$ cat src/erv_pkg.sv
// ----------------------------------------------------------------------------
// erv_pkg
// Shared constants, types and arithmetic helpers for the vertex rotation block.
// ----------------------------------------------------------------------------
package erv_pkg;

    localparam int COORD_WIDTH    = 16;
    localparam int COEF_FRAC_BITS = 16;
    localparam int COEF_W         = COEF_FRAC_BITS + 2;
    localparam int ANGLE_BITS     = 16;
    localparam int QTR_BITS       = ANGLE_BITS - 2;
    // Accumulator of three coefficient by coordinate products
    localparam int ACC_W          = COEF_W + COORD_WIDTH + 2;
    // Rounded accumulator, before saturation
    localparam int RND_W          = ACC_W - COEF_FRAC_BITS;
    localparam int IDX_W          = 3;

    // pi/2 in Q30
    localparam logic [30:0] HALF_PI_Q30 = 31'd1686629713;
    localparam logic signed [COEF_W-1:0] COEF_ONE = COEF_W'(1) <<< COEF_FRAC_BITS;

    typedef enum logic [IDX_W-1:0] {
        REG_ANGLE_X  = 3'd0,
        REG_ANGLE_Y  = 3'd1,
        REG_ANGLE_Z  = 3'd2,
        REG_OFFSET_X = 3'd3,
        REG_OFFSET_Y = 3'd4
    } cfg_index_t;

    typedef logic signed [COEF_W-1:0] coef_val_t;

    // Rotation matrix, row major
    typedef struct packed {
        coef_val_t c00; coef_val_t c01; coef_val_t c02;
        coef_val_t c10; coef_val_t c11; coef_val_t c12;
        coef_val_t c20; coef_val_t c21; coef_val_t c22;
    } coef_t;

    // Request to and response from the sine unit
    typedef struct packed {
        logic                  start;
        logic [ANGLE_BITS-1:0] angle;
    } trig_req_t;

    typedef struct packed {
        logic      done;
        coef_val_t value;
    } trig_rsp_t;

    // Shift right by the fraction width, rounding to nearest, ties away from zero.
    function automatic logic signed [RND_W-1:0] rnd_frac(input logic signed [ACC_W-1:0] a);
        logic signed [ACC_W-1:0] biased;
        biased = a + (ACC_W'(1) <<< (COEF_FRAC_BITS - 1)) - ACC_W'(a[ACC_W-1]);
        return biased[ACC_W-1:COEF_FRAC_BITS];
    endfunction

    function automatic logic signed [COORD_WIDTH-1:0] sat_coord(
        input logic signed [RND_W-1:0] a);
        logic signed [RND_W-1:0] hi;
        logic signed [RND_W-1:0] lo;
        hi = RND_W'((64'sd1 <<< (COORD_WIDTH - 1)) - 64'sd1);
        lo = -hi - RND_W'(1);
        if (a > hi) begin
            return hi[COORD_WIDTH-1:0];
        end else if (a < lo) begin
            return lo[COORD_WIDTH-1:0];
        end
        return a[COORD_WIDTH-1:0];
    endfunction

    function automatic coef_val_t sat_coef(input logic signed [RND_W-1:0] a);
        logic signed [RND_W-1:0] hi;
        logic signed [RND_W-1:0] lo;
        hi = RND_W'((64'sd1 <<< (COEF_W - 1)) - 64'sd1);
        lo = -hi - RND_W'(1);
        if (a > hi) begin
            return hi[COEF_W-1:0];
        end else if (a < lo) begin
            return lo[COEF_W-1:0];
        end
        return a[COEF_W-1:0];
    endfunction

endpackage

$ cat src/erv_trig.sv
// ----------------------------------------------------------------------------
// erv_trig
// Iterative sine unit: Taylor series to the eleventh power on one quarter wave
// in Q30, with one shared multiplier. Each series term is divided by its
// constant denominator through a two-part reciprocal multiplication.
// ----------------------------------------------------------------------------
module erv_trig import erv_pkg::*; (
    input  logic      aclk,
    input  logic      aresetn,
    input  trig_req_t req,
    output trig_rsp_t rsp
);

    typedef enum logic [2:0] {
        T_IDLE, T_X, T_X2, T_MUL, T_DLO, T_DHI, T_FIN
    } tstate_t;

    localparam int RSHIFT      = 30 - COEF_FRAC_BITS;
    localparam int MAG_W       = 32 - RSHIFT + 1;
    // Reciprocals are ceil(2^RECIP_SHIFT / d), exact for 32-bit numerators.
    localparam int RECIP_SHIFT = 39;
    localparam int RECIP_HI_W  = 5;
    localparam int QSUM_W      = 38;

    tstate_t           state_reg, state_next;
    logic [QTR_BITS:0] r_reg, r_next;
    logic              neg_reg, neg_next;
    logic [30:0]       x_reg, x_next;
    logic [31:0]       x2_reg, x2_next;
    logic [30:0]       term_reg, term_next;
    logic [31:0]       sum_reg, sum_next;
    logic [2:0]        k_reg, k_next;
    logic [31:0]       num_reg, num_next;
    logic [31:0]       lo_reg, lo_next;
    logic              done_reg, done_next;
    coef_val_t         val_reg, val_next;

    logic [31:0]           mul_a, mul_b;
    logic [63:0]           prod;
    logic [31:0]           recip_lo;
    logic [RECIP_HI_W-1:0] recip_hi;
    logic [QSUM_W-1:0]     qsum;
    logic [30:0]           quot;
    logic [32:0]           rsum;
    logic [MAG_W-1:0]      mag;
    logic [QTR_BITS-1:0]   r_in;

    // Reciprocal of the denominator (2k)(2k+1) of the current series term
    always_comb begin
        unique case (k_reg)
            3'd1:    begin recip_hi = 5'd21; recip_lo = 32'h5555_5556; end
            3'd2:    begin recip_hi = 5'd6;  recip_lo = 32'h6666_6667; end
            3'd3:    begin recip_hi = 5'd3;  recip_lo = 32'h0C30_C30D; end
            3'd4:    begin recip_hi = 5'd1;  recip_lo = 32'hC71C_71C8; end
            3'd5:    begin recip_hi = 5'd1;  recip_lo = 32'h29E4_129F; end
            default: begin recip_hi = 5'd21; recip_lo = 32'h5555_5556; end
        endcase
    end

    // Shared multiplier, its operands chosen by the state.
    always_comb begin
        unique case (state_reg)
            T_X: begin
                mul_a = 32'(r_reg);
                mul_b = 32'(HALF_PI_Q30);
            end
            T_X2: begin
                mul_a = 32'(x_reg);
                mul_b = 32'(x_reg);
            end
            T_DLO: begin
                mul_a = num_reg;
                mul_b = recip_lo;
            end
            T_DHI: begin
                mul_a = num_reg;
                mul_b = 32'(recip_hi);
            end
            default: begin
                mul_a = 32'(term_reg);
                mul_b = x2_reg;
            end
        endcase
        prod = 64'(mul_a) * 64'(mul_b);
    end

    // Quotient from the two reciprocal partial products, and the final rounding.
    always_comb begin
        qsum   = QSUM_W'(prod[36:0]) + QSUM_W'(lo_reg);
        quot   = qsum[QSUM_W-1:RECIP_SHIFT-32];
        rsum   = 33'(sum_reg) + (33'(1) << (RSHIFT - 1));
        mag    = rsum[32:RSHIFT];
        if (mag > MAG_W'(COEF_ONE)) begin
            mag = MAG_W'(COEF_ONE);
        end
        r_in   = req.angle[QTR_BITS-1:0];
    end

    // Sequencer and registers.
    always_comb begin
        state_next = state_reg;
        r_next     = r_reg;
        neg_next   = neg_reg;
        x_next     = x_reg;
        x2_next    = x2_reg;
        term_next  = term_reg;
        sum_next   = sum_reg;
        k_next     = k_reg;
        num_next   = num_reg;
        lo_next    = lo_reg;
        done_next  = 1'b0;
        val_next   = val_reg;
        if (req.start) begin
            // Fold the angle onto the first quadrant
            if (req.angle[QTR_BITS]) begin
                r_next = (QTR_BITS+1)'(1 << QTR_BITS) - (QTR_BITS+1)'(r_in);
            end else begin
                r_next = (QTR_BITS+1)'(r_in);
            end
            neg_next   = req.angle[QTR_BITS+1];
            state_next = T_X;
        end else begin
            unique case (state_reg)
                T_IDLE: begin
                end
                T_X: begin
                    x_next     = prod[QTR_BITS+30:QTR_BITS];
                    state_next = T_X2;
                end
                T_X2: begin
                    x2_next    = prod[61:30];
                    term_next  = x_reg;
                    sum_next   = 32'(x_reg);
                    k_next     = 3'd1;
                    state_next = T_MUL;
                end
                T_MUL: begin
                    num_next   = prod[61:30];
                    state_next = T_DLO;
                end
                T_DLO: begin
                    lo_next    = prod[63:32];
                    state_next = T_DHI;
                end
                T_DHI: begin
                    term_next = quot;
                    if (k_reg[0]) begin
                        sum_next = sum_reg - 32'(quot);
                    end else begin
                        sum_next = sum_reg + 32'(quot);
                    end
                    k_next = k_reg + 3'd1;
                    if (k_reg == 3'd5) begin
                        state_next = T_FIN;
                    end else begin
                        state_next = T_MUL;
                    end
                end
                T_FIN: begin
                    val_next   = neg_reg ? -COEF_W'(mag) : COEF_W'(mag);
                    done_next  = 1'b1;
                    state_next = T_IDLE;
                end
                default: begin
                    state_next = T_IDLE;
                end
            endcase
        end
    end

    always_ff @(posedge aclk) begin
        if (!aresetn) begin
            state_reg <= T_IDLE;
            done_reg  <= 1'b0;
        end else begin
            state_reg <= state_next;
            done_reg  <= done_next;
        end
        r_reg    <= r_next;
        neg_reg  <= neg_next;
        x_reg    <= x_next;
        x2_reg   <= x2_next;
        term_reg <= term_next;
        sum_reg  <= sum_next;
        k_reg    <= k_next;
        num_reg  <= num_next;
        lo_reg   <= lo_next;
        val_reg  <= val_next;
    end

    assign rsp.done  = done_reg;
    assign rsp.value = val_reg;

endmodule

$ cat src/erv_coef.sv
// ----------------------------------------------------------------------------
// erv_coef
// Builds the rotation matrix Rx*Ry*Rz from the three angles: six sine
// evaluations, then ten rounded products or product pairs on one multiplier.
// ----------------------------------------------------------------------------
module erv_coef import erv_pkg::*; (
    input  logic                  aclk,
    input  logic                  aresetn,
    input  logic                  rebuild,
    input  logic [ANGLE_BITS-1:0] angle_x,
    input  logic [ANGLE_BITS-1:0] angle_y,
    input  logic [ANGLE_BITS-1:0] angle_z,
    output coef_t                 coef,
    output logic                  busy
);

    typedef enum logic [1:0] {C_TRIG, C_WAIT, C_MAT, C_IDLE} cstate_t;

    cstate_t   state_reg;
    logic [2:0] e_reg;
    logic [3:0] t_reg;
    logic [1:0] ph_reg;
    coef_val_t sx_reg, cx_reg, sy_reg, cy_reg, sz_reg, cz_reg;
    coef_val_t m10_reg, m20_reg;
    coef_t     coef_reg;
    logic signed [ACC_W-1:0] acc_reg;

    trig_req_t req;
    trig_rsp_t rsp;
    logic [ANGLE_BITS-1:0] ang_sel;
    coef_val_t a0, b0, a1, b1, op_a, op_b;
    logic signed [ACC_W-1:0] prod;
    coef_val_t result;

    erv_trig u_trig (
        .aclk    (aclk),
        .aresetn (aresetn),
        .req     (req),
        .rsp     (rsp)
    );

    // Angle for the current evaluation; cosine is sine a quarter turn on.
    always_comb begin
        unique case (e_reg[2:1])
            2'd0:    ang_sel = angle_x;
            2'd1:    ang_sel = angle_y;
            default: ang_sel = angle_z;
        endcase
        req.start = (state_reg == C_TRIG) && !rebuild;
        req.angle = e_reg[0] ? ang_sel + (ANGLE_BITS'(1) << QTR_BITS) : ang_sel;
    end

    // Operand schedule of the matrix products.
    always_comb begin
        a1 = '0;
        b1 = '0;
        unique case (t_reg)
            4'd0: begin a0 = sx_reg;  b0 = sy_reg; end
            4'd1: begin a0 = sx_reg;  b0 = cy_reg; end
            4'd2: begin a0 = cx_reg;  b0 = sy_reg; end
            4'd3: begin a0 = cx_reg;  b0 = cy_reg; end
            4'd4: begin a0 = cy_reg;  b0 = cz_reg; end
            4'd5: begin a0 = cy_reg;  b0 = sz_reg; end
            4'd6: begin a0 = m10_reg; b0 = cz_reg; a1 = cx_reg;  b1 = -sz_reg; end
            4'd7: begin a0 = m10_reg; b0 = sz_reg; a1 = cx_reg;  b1 = cz_reg;  end
            4'd8: begin a0 = m20_reg; b0 = cz_reg; a1 = sx_reg;  b1 = sz_reg;  end
            default: begin a0 = m20_reg; b0 = sz_reg; a1 = -sx_reg; b1 = cz_reg; end
        endcase
        op_a   = (ph_reg == 2'd0) ? a0 : a1;
        op_b   = (ph_reg == 2'd0) ? b0 : b1;
        prod   = ACC_W'(op_a) * ACC_W'(op_b);
        result = sat_coef(rnd_frac(acc_reg));
    end

    // Rebuild sequencer: state and coefficient registers.
    always_ff @(posedge aclk) begin
        if (!aresetn) begin
            state_reg <= C_TRIG;
            e_reg     <= '0;
            t_reg     <= '0;
            ph_reg    <= '0;
        end else if (rebuild) begin
            state_reg <= C_TRIG;
            e_reg     <= '0;
        end else begin
            unique case (state_reg)
                C_TRIG: begin
                    state_reg <= C_WAIT;
                end
                C_WAIT: begin
                    if (rsp.done) begin
                        unique case (e_reg)
                            3'd0:    sx_reg <= rsp.value;
                            3'd1:    cx_reg <= rsp.value;
                            3'd2:    sy_reg <= rsp.value;
                            3'd3:    cy_reg <= rsp.value;
                            3'd4:    sz_reg <= rsp.value;
                            default: cz_reg <= rsp.value;
                        endcase
                        if (e_reg == 3'd5) begin
                            state_reg <= C_MAT;
                            t_reg     <= '0;
                            ph_reg    <= '0;
                        end else begin
                            e_reg     <= e_reg + 3'd1;
                            state_reg <= C_TRIG;
                        end
                    end
                end
                C_MAT: begin
                    unique case (ph_reg)
                        2'd0: begin
                            acc_reg <= prod;
                            ph_reg  <= 2'd1;
                        end
                        2'd1: begin
                            acc_reg <= acc_reg + prod;
                            ph_reg  <= 2'd2;
                        end
                        default: begin
                            unique case (t_reg)
                                4'd0: begin
                                    m10_reg      <= result;
                                    coef_reg.c02 <= -sy_reg;
                                end
                                4'd1:    coef_reg.c12 <= result;
                                4'd2:    m20_reg      <= result;
                                4'd3:    coef_reg.c22 <= result;
                                4'd4:    coef_reg.c00 <= result;
                                4'd5:    coef_reg.c01 <= result;
                                4'd6:    coef_reg.c10 <= result;
                                4'd7:    coef_reg.c11 <= result;
                                4'd8:    coef_reg.c20 <= result;
                                default: coef_reg.c21 <= result;
                            endcase
                            ph_reg <= 2'd0;
                            t_reg  <= t_reg + 4'd1;
                            if (t_reg == 4'd9) begin
                                state_reg <= C_IDLE;
                            end
                        end
                    endcase
                end
                default: begin
                end
            endcase
        end
    end

    assign coef = coef_reg;
    assign busy = state_reg != C_IDLE;

    // The matrix only changes while a rebuild runs.
    a_coef_stable: assert property (@(posedge aclk) disable iff (!aresetn)
        (!busy && !rebuild) |=> $stable(coef))
        else $error("coefficients changed outside a rebuild");

    // An angle write always starts a rebuild.
    a_rebuild_busy: assert property (@(posedge aclk) disable iff (!aresetn)
        rebuild |=> (busy && state_reg == C_TRIG && e_reg == 3'd0))
        else $error("angle write did not restart the rebuild");

    // The sine unit answers only while this sequencer waits for it, or when a rebuild has cut short the wait.
    a_done_wait: assert property (@(posedge aclk) disable iff (!aresetn)
        rsp.done |-> (state_reg == C_WAIT || $past(rebuild)))
        else $error("unexpected sine result");

endmodule

$ cat config.mk
export PLATFORM = sky130hd
export DESIGN_NAME = erv_coef
export DESIGN_NICKNAME = d
export VERILOG_FILES = /design/src/erv_pkg.sv /design/src/erv_trig.sv /design/src/erv_coef.sv
export SDC_FILE = /design/constraint.sdc
export NUM_CORES = 2
export LEC_CHECK = 0
export BUFFER_PORTS_ARGS = -buffer_cell sky130_fd_sc_hd__buf_4
export CAP_MARGIN = 30
export CORE_ASPECT_RATIO = 0.75
export CORE_MARGIN = 1.5
export CORE_UTILIZATION = 45
export CTS_CLUSTER_SIZE = 30
export DETAILED_ROUTE_END_ITERATION = 8
export PLACE_DENSITY = 0.66
export SLEW_MARGIN = 20
export SYNTH_ARGS = -nofsm -noshare
export SYNTH_HDL_FRONTEND = slang
export SYNTH_HIERARCHICAL = 1
export SYNTH_SLANG_ARGS = --single-unit
$ cat constraint.sdc
create_clock -name aclk -period 19.85 [get_ports aclk]
set_input_delay 1.985 -clock aclk [delete_from_list [all_inputs] [get_ports aclk]]
set_output_delay 1.985 -clock aclk [all_outputs]
set_load 0.005 [all_outputs]
======== After elaboration in Yosys (flattened, before gate mapping) ========
Index checks and enable logic that the tools add are counted.
storage, ports and cells
  flip-flop bits (word level) ............. 584
  bits in latches ......................... 0
  RAM bits ................................ 0
  ROM bits ................................ 0
  input bits .............................. 51
  output and inout bits ................... 163
  memories ................................ 0
cells by class
  add/subtract/negate cells ............... 16
  $mul .................................... 2
  divide/modulo/power cells ............... 0
  magnitude comparators ................... 3
  equality and inequality tests ........... 34
  shift operators ......................... 0
  muxes and demuxes ....................... 42
  bitwise operators ....................... 7
  reductions and logical operators ........ 54
operator list
  operator                number
  $pmux 32 s4             2
  $pmux 18 s3             3
  $mux 18                 7
  $pmux 32 s3             1
  $reduce_and 5->1        17
  $neg 18->18             4
  $pmux 18 s4             1
  $pmux 36 s2             1
  $mul 32x32->64          1
  $pmux 32 s2             1
  $pmux 31 s2             1
  $add 37x32->38          1
  $add 36x16->36 const B  1
  $add 36x36->36          1
  $mul 18x18->36          1
  $sub 36x1->36           1
  $add 32x14->33 const B  1
  $add 32x31->32          1
  $mux 32                 1
  $pmux 16 s2             1
  $sub 32x31->32          1
  $reduce_or 2->1         11
  $eq 3x3->1 const B      7
  $gt 20x18->1 const B    1
  other kinds (43)        90

======== Longest topological paths before layout ========
  word-level depth ........................ 9
  depth in mapped cells ................... 59
  gate-level depth less buffers ........... 52

======== Hierarchy ========
Netlist, hierarchy kept.
by module, submodules not included
  module    instances  cells each  area an instance (um2)  sequential area each (um2)
  erv_trig  1          5190        46729.8                 6896.6
  erv_coef  1          2907        30035.1                 10490.1

======== Worst setup path after synthesis ========
No wires, ideal clock.
  path kind ............................... register to register
  start ................................... register u_trig.state_reg[1]
  end ..................................... register u_trig.sum_reg[31], data pin
  arrival ................................. 12.752 ns
  setup slack ............................. 6.959 ns
  stages on the path, launching flop included .. 57
  path buffers ............................ 9
  cell sequence ........................... dfxtp_1 > buf_4 > clkbuf_1 > inv_1 > ha_1 > clkbuf_1 > a21o_1 > clkbuf_1 > clkbuf_1 > buf_1 > nand2_1 > o21ai_1 > clkbuf_1 > nor2_1 > fa_1 > inv_1 > fa_1 > fa_1 > (+21 left out) > or3_1 > a211oi_2 > and4_1 > buf_6 > and2_1 > a21oi_1 > xnor2_1 > ha_1 > a21o_1 > a21o_1 > a21o_1 > a2111oi_0 > a211oi_1 > o31ai_1 > o21ai_0 > o41ai_1 > xnor3_1 > nor2_1
on the way
  longest elaborated chain between the ends .. 8
  elaborated cells on any way between the ends .. 13
  classes of those cells .................. add/sub (3); mul (1); eq/ne (4); mux (4); reduce/logical (1)
RTL lines
  item                                              line                              text
  start, declared                                   erv_trig.sv:25                    tstate_t state_reg, state_next;
  start signal, assigned                            erv_trig.sv:176                   state_reg <= state_next;
  $eq 3x3->1                                        erv_trig.sv:62                    unique case (state_reg)
  $reduce_or 2->1 (no source line)                  --
  $pmux 32 s3                                       erv_trig.sv:62
  $mul 32x32->64 *                                  erv_trig.sv:84                    prod = 64'(mul_a) * 64'(mul_b);
  named net u_trig.prod[15]                         erv_trig.sv:39                    logic [63:0] prod;
  $add 37x32->38 *                                  erv_trig.sv:89                    qsum = QSUM_W'(prod[36:0]) + QSUM_W'(lo_reg);
  $add 32x31->32 or $sub 32x31->32 (tied branches)  erv_trig.sv:150, erv_trig.sv:148
  $mux 32 *                                         erv_trig.sv:147                   if (k_reg[0]) begin
  $pmux 32 s2 *                                     erv_trig.sv:123                   unique case (state_reg)
  end signal, assigned                              erv_trig.sv:184                   sum_reg <= sum_next;
  end, declared                                     erv_trig.sv:31                    logic [31:0] sum_reg, sum_next;
Mark *: on every way through the listed nets, which the timed path passes. The rest lies on a longest branch.
A chain may end at the register's enable or synchronous reset.

======== Worst setup path after layout ========
Same ends and word-level chain as after synthesis.

==> metrics <==
max reg flops 162; worst hold path class reg2reg; largest net degree at the start of global routing 69; Max Clk Rate 0.06595 GHz; Post-Layout Cell Count 10550; Mapped Area 76760 um^2; clock-pin slew on the worst setup and hold paths 0.07 ns; RD Place Congestion 1.007; post-synthesis cell count 8097; Worst Setup Path Type reg2reg; delay of the slowest cell on the worst path 0.83 ns; met1 wire length 112600 um; fin crit period 15.16 ns; Detailed Routing Iterations Pass 1 6; most used cell, CP fa_1; GRT Overall Usage 29.67%; sequential share of the synthesized area 22.65%; I/O Buffers 213; Slowest cell on crit path dfxtp_1; clk_lat worst skew 0.70 ns; count leader, synth inv_1; io pins 214; Synth Warn # 6; Slew Viols, Final 0; Num CTS Buffers 59; WP data required 20.41 ns; outcome completed; Final Hold Vio Count 0; total gr overflow 0; Worst Path Max Fanout 48; register bit total from synthesis 584; Vias per Instance 5.757; FP Rows 131; post-synth top area share 32.02%; RSZ-0062 raised after global routing false; cell accounting for the most synthesized area fa_1; drt first-iter violations 7149; Routed Wire Length 256600 um; met2 wire len 105500 um; max_cap viols 0; vias in the first global route 60090; Top Metal Used met5; average wire per standard cell 24.34 um; crit path capture type flip-flop; Initial Util 45.21%; P&R area growth vs syn 9.220%; nets@finish 10030; Synth Net Count 9898; Clock Skew 0.04568 ns; Die Height 360.7 um; DR vias 60700; Clock H-tree levels 2; first-pass GRT wire length 384600 um; Max-Slew Margin vs Limit 21.73%; Core ar. 169800 um^2; Post CTS Setup Buffer Count 0; Most used DFF post-synth edfxtp_1; Detail Route Antenna Nets 0; Root Driver clkbuf_16; CTS Buffer Depth 3; library cells used by synthesis 109; syn avg cell area 9.481 um^2; layout cells sized above 1 7.957%; met3 routed wirelength 32500 um; ys async rst share 0%; placed cells 10420; actual slew at the worst max-slew pin 1.166 ns; Fin Setup TNS 0 ns; top cells by count, synth inv_1, fa_1, nand2_1; PostCTS Resize Cnt 0; placed wire-length estimate 203900 um; hold_buf cts 0; die width 479.9 um; number of synthesized flops with an enable pin 569; CP arrival 15.72 ns; initial antenna violation count 7; # setup viols final 0; CTS tree built; crit path launch type flip-flop; main area contributors after synthesis fa_1, edfxtp_1, ha_1; DRC errors left 0; Die ar. 173100 um^2; CTS Sinks 584; fin crit share 76.38%; filler cell count 15700
final cells by class:
class | instances | area [um^2] | area share, %
Multi-Input combinational cell | 5745 | 52950 | 63.16
Sequential cell | 584 | 17390 | 20.74
Inverter | 1414 | 5308 | 6.330
Timing Repair Buffer | 428 | 3339 | 3.983
Tap cell | 2261 | 2829 | 3.374
Clock buffer | 67 | 1506 | 1.797
Clock inverter | 44 | 514.2 | 0.6133
Antenna cell | 2 | 5.005 | 0.005969
worst paths after layout:
kind	start	slack, ns	end	cells past startpoint
min reg2reg	sy_reg[0]	0.59	coef[108]	0
max	u_trig/state_reg[1]	4.69	u_trig/sum_reg[31]	44
max reg2reg	u_trig/state_reg[1]	4.69	u_trig/sum_reg[31]	44
min	sy_reg[0]	0.59	coef[108]	0
stage by stage:
step | utilization, % | area [um^2] | setup WS [ns] | hold WS [ns]
after floorplan | - | 76760 | 6.959 | 0.4750
after global placement | 47.97 | 81460 | 5.095 | 0.5608
after detailed placement | 48.10 | 81670 | 5.009 | 0.5786
after CTS | 49.29 | 83690 | 4.900 | 0.5939
after global routing | 49.37 | 83840 | 3.748 | 0.6249
final | 49.38 | 83840 | 4.688 | 0.5922
cells by family (layout without fill, tap and decap cells):
group / Yosys count / in the layout / synth area share (%)
other cells: 0 / 2 / 0
simple gates: 2482 / 2482 / 14.10
fa+ha+maj: 1750 / 1750 / 40.53
flops: 584 / 584 / 22.65
compound gates: 1214 / 1214 / 10.51
xor+xnor: 267 / 267 / 3.074
mux: 32 / 32 / 0.4254
buf+inv: 1768 / 1953 / 8.705
worst max-delay path: cells and delay by family, from the launching register on:
family	cells	cell delay, ns
AND/OR/NAND/NOR	11	2.78
buffers and inverters	5	1.38
AO/OA/AOI/OAI	13	3.83
XOR/XNOR	3	1.07
adder cells (fa/ha/maj)	11	4.94
flip-flops	1	0.83
multiplexers	1	0.15
metal layers:
| metal | GRT usage [%] | up-vias |
|---|---|---|
| li1 | - | 26320 |
| met1 | 45.09 | 30910 |
| met2 | 41.54 | 3144 |
| met3 | 8.310 | 328 |
| met4 | 6.822 | 2 |
| met5 | 0 | - |
layout by cell type, fill, tap and decap left out, types with 64 or more instances in the layout:
cell	instances
a21o_1	117
a21oi_1	238
and2_1	97
buf_4	405
edfxtp_1	569
fa_1	1228
ha_1	522
inv_1	1412
nand2_1	1145
nand2b_1	78
nand3_1	85
nor2_1	720
nor2b_1	64
nor3_1	72
o21a_1	86
o21ai_0	266
xnor2_1	166
xor2_1	98
Power is not shown: default switching activity piles up to over one toggle a cycle in this logic, so the estimate is an artifact.
